<file path="config.mk">
export PLATFORM = sky130hd
export DESIGN_NAME = dict_index_key_search_unit
export DESIGN_NICKNAME = d
export VERILOG_FILES = /design/src/design/dks_pkg.sv /design/src/design/dict_index_key_search_unit.sv
export SDC_FILE = /design/constraint.sdc
export NUM_CORES = 1
export LEC_CHECK = 0
export BUFFER_PORTS_ARGS = -buffer_cell sky130_fd_sc_hd__buf_2
export CAP_MARGIN = 20
export CORE_ASPECT_RATIO = 1.25
export CORE_UTILIZATION = 50
export DETAILED_ROUTE_END_ITERATION = 7
export GPL_ROUTABILITY_DRIVEN = 0
export PLACE_DENSITY = 0.79
export SYNTH_ARGS = -nofsm -noshare
export SYNTH_HDL_FRONTEND = slang
export SYNTH_SLANG_ARGS = --single-unit
</file>
<file path="constraint.sdc">
create_clock -name clk -period 13.4 [get_ports clk]
set_input_delay 2.01 -clock clk [delete_from_list [all_inputs] [get_ports clk]]
set_output_delay 2.01 -clock clk [all_outputs]
set_load 0.02 [all_outputs]
</file>
<file path="src/design/dks_pkg.sv">
// shared constants and types for the dictionary index key search unit
package dks_pkg;

	localparam int KEY_MAX_DEFAULT = 32;
	localparam int KEY_BYTES       = 32;
	localparam int KEY_WORDS       = 4;
	localparam int KEY_IDX_W       = 5;

	localparam int IN_DATA_W  = 8;
	localparam int OUT_DATA_W = 72;
	localparam int CFG_IDX_W  = 3;
	localparam int CFG_DATA_W = 64;

	localparam logic [31:0] MAX_ENTRY_SIZE_RESET = 32'd32768;

	localparam logic [7:0] CHAR_UPPER_A = 8'h41;
	localparam logic [7:0] CHAR_UPPER_Z = 8'h5A;
	localparam logic [7:0] CASE_OFFSET  = 8'd32;

	typedef logic [1:0] status_t;
	localparam status_t STATUS_FOUND     = 2'd0;
	localparam status_t STATUS_NOT_FOUND = 2'd1;
	localparam status_t STATUS_REJECTED  = 2'd2;

	typedef logic [CFG_IDX_W-1:0] cfg_idx_t;
	localparam cfg_idx_t REG_KEY_LENGTH = 3'd0;
	localparam cfg_idx_t REG_KEY_0_7    = 3'd1;
	localparam cfg_idx_t REG_KEY_8_15   = 3'd2;
	localparam cfg_idx_t REG_KEY_16_23  = 3'd3;
	localparam cfg_idx_t REG_KEY_24_31  = 3'd4;
	localparam cfg_idx_t REG_MAX_SIZE   = 3'd5;

	function automatic logic [7:0] to_lower(input logic [7:0] c);
		logic [7:0] r;
		r = c;
		if (c >= CHAR_UPPER_A && c <= CHAR_UPPER_Z) begin
			r = c + CASE_OFFSET;
		end
		return r;
	endfunction

endpackage

</file>
<file path="src/design/dict_index_key_search_unit.sv">
// top level of the dictionary index key search unit
// an accepted item waits in the input register, its result in the output register
// throughput: one item per cycle; the input register stalls only when its item makes a
// result while an earlier result waits in the output register and m_axis_tready is low
// reset: arst_n clears the parser to the headword phase, the key to empty and
// the size limit to 32768, and drops both valid flags at once
module dict_index_key_search_unit #(
	parameter int KEY_MAX = dks_pkg::KEY_MAX_DEFAULT
) (
	input  logic                            clk,
	input  logic                            arst_n,
	input  logic                            s_axis_tvalid,
	output logic                            s_axis_tready,
	input  logic [dks_pkg::IN_DATA_W-1:0]   s_axis_tdata,  // index_byte[7:0]
	input  logic                            s_axis_tlast,  // stream_end
	output logic                            m_axis_tvalid,
	input  logic                            m_axis_tready,
	output logic [dks_pkg::OUT_DATA_W-1:0]  m_axis_tdata,  // status[1:0], entry_offset[33:2], entry_size[65:34], zero pad
	input  logic                            cfg_valid,
	output logic                            cfg_ready,
	input  logic [dks_pkg::CFG_IDX_W-1:0]   cfg_index,
	input  logic [dks_pkg::CFG_DATA_W-1:0]  cfg_data
);
	import dks_pkg::*;

	localparam int CNT_W = $clog2(KEY_MAX + 2);
	localparam logic [CNT_W-1:0] CNT_SAT = CNT_W'(KEY_MAX + 1);
	localparam logic [5:0] KEY_MAX_6 = 6'(KEY_MAX);

	localparam logic [1:0] PH_WORD    = 2'd0;
	localparam logic [1:0] PH_TRAILER = 2'd1;
	localparam logic [1:0] PH_DONE    = 2'd2;

	// configuration
	logic [5:0]                       key_length_q;
	logic [KEY_WORDS-1:0][7:0][7:0]   key_q;
	logic [31:0]                      max_size_q;

	// input register
	logic                 valid_s1;
	logic [7:0]           byte_s1;
	logic                 end_s1;

	// parser state
	logic [1:0]           phase_q;
	logic [CNT_W-1:0]     word_cnt_q;
	logic                 match_q;
	logic [2:0]           trl_cnt_q;
	logic [31:0]          offset_q;
	logic [31:0]          size_q;

	// output register
	logic                 out_valid_q;
	status_t              out_status_q;
	logic [31:0]          out_offset_q;
	logic [31:0]          out_size_q;

	logic                 has_result;
	status_t              res_status;
	logic [31:0]          res_offset;
	logic [31:0]          res_size;
	logic                 adv_s1;

	logic [1:0]           phase_d;
	logic [CNT_W-1:0]     word_cnt_d;
	logic                 match_d;
	logic [2:0]           trl_cnt_d;
	logic [31:0]          offset_d;
	logic [31:0]          size_d;

	logic [KEY_IDX_W-1:0] key_idx;
	logic [7:0]           key_byte;
	logic [5:0]           word_cnt_6;
	logic [31:0]          size_next;

	assign cfg_ready = 1'b1;

	always_ff @(posedge clk or negedge arst_n) begin
		if (!arst_n) begin
			key_length_q <= '0;
			key_q        <= '0;
			max_size_q   <= MAX_ENTRY_SIZE_RESET;
		end else if (cfg_valid) begin
			unique case (cfg_index)
				REG_KEY_LENGTH: key_length_q <= cfg_data[5:0];
				REG_KEY_0_7:    key_q[0] <= cfg_data;
				REG_KEY_8_15:   key_q[1] <= cfg_data;
				REG_KEY_16_23:  key_q[2] <= cfg_data;
				REG_KEY_24_31:  key_q[3] <= cfg_data;
				REG_MAX_SIZE:   max_size_q <= cfg_data[31:0];
				default: ;
			endcase
		end
	end

	assign key_idx    = KEY_IDX_W'(word_cnt_q);
	assign key_byte   = key_q[key_idx[KEY_IDX_W-1:3]][key_idx[2:0]];
	assign word_cnt_6 = 6'(word_cnt_q);
	assign size_next  = {size_q[23:0], byte_s1};

	always_comb begin
		phase_d    = phase_q;
		word_cnt_d = word_cnt_q;
		match_d    = match_q;
		trl_cnt_d  = trl_cnt_q;
		offset_d   = offset_q;
		size_d     = size_q;
		has_result = 1'b0;
		res_status = STATUS_NOT_FOUND;
		res_offset = '0;
		res_size   = '0;
		if (end_s1) begin
			has_result = (phase_q != PH_DONE);
			phase_d    = PH_WORD;
			word_cnt_d = '0;
			match_d    = 1'b1;
			trl_cnt_d  = '0;
			offset_d   = '0;
			size_d     = '0;
		end else begin
			unique case (phase_q)
				PH_WORD: begin
					if (byte_s1 == 8'd0) begin
						match_d   = match_q && key_length_q != 6'd0 &&
							key_length_q <= KEY_MAX_6 && word_cnt_6 == key_length_q;
						phase_d   = PH_TRAILER;
						trl_cnt_d = '0;
						offset_d  = '0;
						size_d    = '0;
					end else begin
						if (word_cnt_6 >= key_length_q || word_cnt_6 >= KEY_MAX_6 ||
							to_lower(byte_s1) != key_byte) begin
							match_d = 1'b0;
						end
						if (word_cnt_q < CNT_SAT) begin
							word_cnt_d = word_cnt_q + 1'b1;
						end
					end
				end
				PH_TRAILER: begin
					if (!trl_cnt_q[2]) begin
						offset_d = {offset_q[23:0], byte_s1};
					end else begin
						size_d = size_next;
					end
					trl_cnt_d = trl_cnt_q + 1'b1;
					if (trl_cnt_q == 3'd7) begin
						if (match_q) begin
							has_result = 1'b1;
							res_status = (size_next == 32'd0 || size_next > max_size_q) ?
								STATUS_REJECTED : STATUS_FOUND;
							res_offset = offset_q;
							res_size   = size_next;
							phase_d    = PH_DONE;
							trl_cnt_d  = '0;
						end else begin
							phase_d    = PH_WORD;
							word_cnt_d = '0;
							match_d    = 1'b1;
							trl_cnt_d  = '0;
							offset_d   = '0;
							size_d     = '0;
						end
					end
				end
				default: ;
			endcase
		end
	end

	assign adv_s1        = valid_s1 && (!has_result || !out_valid_q || m_axis_tready);
	assign s_axis_tready = !valid_s1 || adv_s1;

	always_ff @(posedge clk or negedge arst_n) begin
		if (!arst_n) begin
			valid_s1 <= 1'b0;
		end else if (s_axis_tready) begin
			valid_s1 <= s_axis_tvalid;
		end
	end

	always_ff @(posedge clk) begin
		if (s_axis_tready && s_axis_tvalid) begin
			byte_s1 <= s_axis_tdata;
			end_s1  <= s_axis_tlast;
		end
	end

	always_ff @(posedge clk or negedge arst_n) begin
		if (!arst_n) begin
			phase_q    <= PH_WORD;
			word_cnt_q <= '0;
			match_q    <= 1'b1;
			trl_cnt_q  <= '0;
			offset_q   <= '0;
			size_q     <= '0;
		end else if (adv_s1) begin
			phase_q    <= phase_d;
			word_cnt_q <= word_cnt_d;
			match_q    <= match_d;
			trl_cnt_q  <= trl_cnt_d;
			offset_q   <= offset_d;
			size_q     <= size_d;
		end
	end

	always_ff @(posedge clk or negedge arst_n) begin
		if (!arst_n) begin
			out_valid_q <= 1'b0;
		end else if (adv_s1 && has_result) begin
			out_valid_q <= 1'b1;
		end else if (m_axis_tready) begin
			out_valid_q <= 1'b0;
		end
	end

	always_ff @(posedge clk) begin
		if (adv_s1 && has_result) begin
			out_status_q <= res_status;
			out_offset_q <= res_offset;
			out_size_q   <= res_size;
		end
	end

	assign m_axis_tvalid = out_valid_q;
	assign m_axis_tdata  = {6'd0, out_size_q, out_offset_q, out_status_q};

endmodule

</file>
* Yosys cells after proc, flatten, opt, wreduce, memory -nomap -nowiden
Index checks and enable logic that the tools add are counted.
** Word-level totals
- Flip-flop bits (word level) :: 447
- Input port bits :: 81
- Output and inout bits :: 75
** Cells by class
- $add $sub $neg :: 3
- $lt $le $gt $ge :: 9
- Equal/unequal tests :: 16
- Mux-type cells :: 46
- Bitwise operators :: 3
- Reduce and logical (&&, ||, !) cells :: 34
** Operator list (count)
- $mux W32 :: 9
- $bmux W64 S2 :: 1
- $pmux W32 S2 :: 2
- $mux W64 :: 1
- $mux W8 :: 5
- $gt A32 B32 Y1 :: 1
- $logic_not A32 Y1 :: 1
- $mux W6 :: 5
- $bmux W8 S3 :: 1
- $ne A3 B3 Y1 const B :: 5
- $pmux W6 S2 :: 1
- $reduce_and A2 Y1 :: 6
- $mux W1 :: 10
- $mux W2 :: 5
- $eq A3 B3 Y1 const B :: 3
- $mux W3 :: 3
- $add A8 B6 Y8 const B :: 1
- $ge A8 B7 Y1 const B :: 1
- $le A8 B7 Y1 const B :: 1
- $logic_not A8 Y1 :: 1
- $ne A8 B8 Y1 :: 1
- $reduce_and A4 Y1 :: 2
- $logic_and A1 B1 Y1 :: 7
- $add A6 B1 Y6 const B :: 1
- 27 further kinds :: 37

* Depth between registers and ports, before layout
- Depth in word-level cells :: 12
- Mapped depth :: 13
- Mapped depth without buffers :: 11

* Least setup slack after synthesis
No wires, ideal clock.
- Path kind :: input to register
- From :: input port m_axis_tready
- To :: register out_offset_q[0] (enable)
- Setup time :: 498 ps
- Arrival time :: 5089 ps
- Data required time :: 12902 ps
- Slack :: 7812 ps
- Cell stages on the path :: 2
- Path buffers :: 0
- Cell sequence :: nand2b_1 > nor2b_1
** Between the ends
- Word-level cells in the longest chain between the ends :: 3
** RTL lines
- start, declared :: RTL line dict_index_key_search_unit.sv:17 : input logic m_axis_tready,
- $logic_or A1 B1 Y1 :: RTL line dict_index_key_search_unit.sv:171 : assign adv_s1 = valid_s1 && (!has_result || !out_valid_q || m_axis_tready);
- $logic_and A1 B1 Y1 :: RTL line dict_index_key_search_unit.sv:171
- $logic_and A1 B1 Y1 :: RTL line dict_index_key_search_unit.sv:218 : if (adv_s1 && has_result) begin
- end signal, assigned :: RTL line dict_index_key_search_unit.sv:220 : out_offset_q <= res_offset;
- end, declared :: RTL line dict_index_key_search_unit.sv:55 : logic [31:0] out_offset_q;
No other way between the ends.
A chain may end at the register's enable or synchronous reset.

* Worst setup path in the final report
- From :: input port m_axis_tready
- To :: output port s_axis_tready
** Between the ends
- Word-level cells in the longest chain between the ends :: 3
** RTL lines
- $logic_or A1 B1 Y1 :: RTL line dict_index_key_search_unit.sv:171
- $logic_and A1 B1 Y1 :: RTL line dict_index_key_search_unit.sv:171
- $logic_or A1 B1 Y1 :: RTL line dict_index_key_search_unit.sv:172 : assign s_axis_tready = !valid_s1 || adv_s1;
- end, declared :: RTL line dict_index_key_search_unit.sv:13 : output logic s_axis_tready,
No other way between the ends.

==> impl_metrics.csv <==
group,metric,value,unit
critical_path,critPathTopFamily,"simple AND/OR/NAND/NOR gates",
clock_tree,htreeDepth,2,
critical_path,critPathMostFrequentCell,"buf_2",
cells_and_area,fillers,3119,
routing,final_antenna_net_count,0,
critical_path,path_class,"in -> out",
logic_synthesis,yosysMostFrequentCell,"dfrtp_1",
global_routing,grt_pass1_vias,12905,
die,die_w,181,µm
routing,avgViaCountPerCell,5.81,
critical_path,critPathLaunchType,"primary input",
timing,skew,0.0244,ns
die,dieArea,40800,µm²
timing,finalSetupViolCount,0,
global_routing,grt_antenna_before_repair,10,
clock_tree,clkTransAtPathRegs,0.06,ns
power,irDropWorstVdd,118,µV
logic_synthesis,synth-main-ff-cell,"dfrtp_1",
power,swShare,28.1,%
power,leakagePower,9.59,nW
clock_tree,clock-sinks,439,
clock_tree,cts_hold_buf,0,
timing,finalCritPeriodShare,35.7,%
timing,worst_pin_slew,1.06,ns
cells_and_area,seqCellArea,11400,µm²
logic_synthesis,synth_area,20000,µm²
timing,drv_slew,0,
critical_path,worstPathCellList,"buf_2 > nand2b_1 > or2_2 > buf_2",
power,pwr-share-comb,20.6,%
logic_synthesis,synth_top_area_cell,"dfrtp_1",
routing,wl_per_cell,20.8,µm
timing,report.final.hold_viol_count,0,
power,p_clk_share,32.3,%
placed_design,hpwl,29400,µm
logic_synthesis,synth.area.top_cells,"dfrtp_1, mux2_2, edfxtp_1, mux4_2, ha_1",
logic_synthesis,async_flop_share,82.9,%
timing,fin_ws,8.61,ns
timing,max_freq,209,MHz
clock_tree,clk_latency,0.56,ns
cells_and_area,nets,1738,
critical_path,crit_slowest_cell,"or2_2",
status,status,"complete, no violations",
clock_tree,ctsResizeCount,0,
logic_synthesis,yosys_warnings,0,
critical_path,cp_data_required_time,11.39,ns
global_routing,grt_max_degree,157,
timing,fin_crit,4.79,ns
logic_synthesis,ys_ff_latch,439,
min_path,hold_path_class,"reg -> reg",
critical_path,end_kind,"output pin",
routing,dr_total_vias,12467,
cells_and_area,layoutNonFillerInstCount,2147,
critical_path,cp_max_fo,4,
logic_synthesis,synth-edff-count,75,
power,intPower,0.00268,W
clock_tree,cts_tree,"done",
routing,drt_pre_antenna_iters,5,
critical_path,worstPathArrival,2.78,ns
die,die_h,226,µm
cells_and_area,fin_util,57.3,%
placed_design,place_ws,8.61,ns
global_routing,grt_pass1_wl,71500,µm
critical_path,cpPeakStageDelay,0.32,ns
critical_path,r2r_slack,9.57,ns
power,p_switching,0.00105,W
routing,finalWirelength,44700,µm
placed_design,place_inst,2066,
logic_synthesis,ys_types,65,
clock_tree,cts.path.max_buffers,3,
critical_path,crit_buf_inv,2,
power,p_seq_share,47.1,%
routing,drc_errors,0,
logic_synthesis,yosys-top-cells-count,"dfrtp_1, mux2_2, nand2_1",
timing,rsz0062_at_grt,"false",
logic_synthesis,syn_inst,1487,
placed_design,io_buffers,148,
cells_and_area,syn_to_final_growth,12.7,%
routing,drt_iter0_drc,962,
clock_tree,root_buffer,"clkbuf_16",
clock_tree,post_cts_buffers,0,
clock_tree,cts_inserted_buffers,43,
logic_synthesis,synth_top_area_share,45.3,%
global_routing,track_usage,22.4,%
global_routing,grt.overflow.total,0,
die,pin_count,156,
logic_synthesis,synth-seq-area-share,56.8,%
die,start_util,50.9,%
die,coreArea,39300,µm²
cells_and_area,multi_input_area,8030,µm²
timing,tns,0,ns
power,cellPowerDensity,166,nW/µm²
cells_and_area,layout-drive-gt1-share,35.0,%
timing,slew_headroom,29.5,%
die,num_rows,81,
logic_synthesis,syn_area_per_cell,13.5,µm²
run,drv_cap,0,
power groups by stage:
stage                     clock [W]  sequential [W]  combinational (W)
after detailed placement          0         0.00178           0.000760
after global placement            0         0.00176           0.000731
after floorplan                   0         0.00176           0.000532
after CTS                   0.00123         0.00176           0.000766
final                       0.00121         0.00176           0.000768
after global routing        0.00128         0.00179           0.000836
cell usage in the layout (no fill, tap or decap), types with 8 or more instances in the layout:
master,n
nor2b_1,9
buf_4,17
clkinv_1,8
nand3_1,36
mux4_2,35
and2_1,65
a21oi_1,78
buf_2,147
inv_1,45
mux4_1,13
nand2b_1,9
ha_1,43
dfrtp_1,360
nor2_1,33
nand4_1,11
mux2i_1,26
clkbuf_16,44
nand2_1,127
mux2_2,293
edfxtp_1,75
nor4_1,11
o21ai_0,25
final timing paths:
kind	startpoint	endpoint	cells past startpoint
max	m_axis_tready	s_axis_tready	4
min	key_q[76]	key_q[76]	1
max reg2reg	word_cnt_6[3]	match_q	10
min reg2reg	key_q[76]	key_q[76]	1
max in group asynchronous	arst_n	key_q[144]	2
min in group asynchronous	arst_n	key_q[161]	1
layer usage:
layer  global-route usage [%]  routed length, µm  vias up
met3                     3.81               2340      109
met5                        0                 58        -
met1                     28.3              18200     6388
met2                     38.5              22500      345
met4                     9.13               1600       12
li1                         -                  -     5613
final cells by class:
class,count,share of cell area (%)
Multi-Input combinational cell,916,35.6
Tap cell,498,2.76
Inverter,47,0.783
Clock buffer,57,5.37
Antenna cell,4,0.0444
Sequential cell,439,50.4
Clock inverter,19,0.899
Timing Repair Buffer,167,4.11
stage by stage:
stage	hold slack, ns	total power (W)	cell area (µm²)
final	0.498	0.00373	22500
after CTS	0.502	0.00376	22500
after global routing	0.512	0.00390	22500
after global placement	0.467	0.00249	21100
after floorplan	0.457	0.00229	20000
after detailed placement	0.477	0.00254	21100
flip-flops by register name, indices dropped and copies added, names as in the netlist:
| register | flops |
|---|---|
| key_q | 256 |
| max_size_q | 32 |
| offset_q | 32 |
| out_offset_q | 32 |
| out_size_q | 32 |
| size_q | 24 |
| byte_s1 | 8 |
| key_length_q | 6 |
| word_cnt_6 | 6 |
| trl_cnt_q | 3 |
| out_status_q | 2 |
| phase_q | 2 |
| end_s1 | 1 |
| m_axis_tvalid | 1 |
| match_q | 1 |
| valid_s1 | 1 |
logic make-up after synthesis:
group,share of synthesized area (%)
compound gates,5.02
xor+xnor,0.394
fa+ha+maj,2.69
buf+inv,3.44
flops,56.8
mux,23.7
other cells,0.0375
simple gates,7.88
Note: power is estimated with default switching activity, not from simulation.
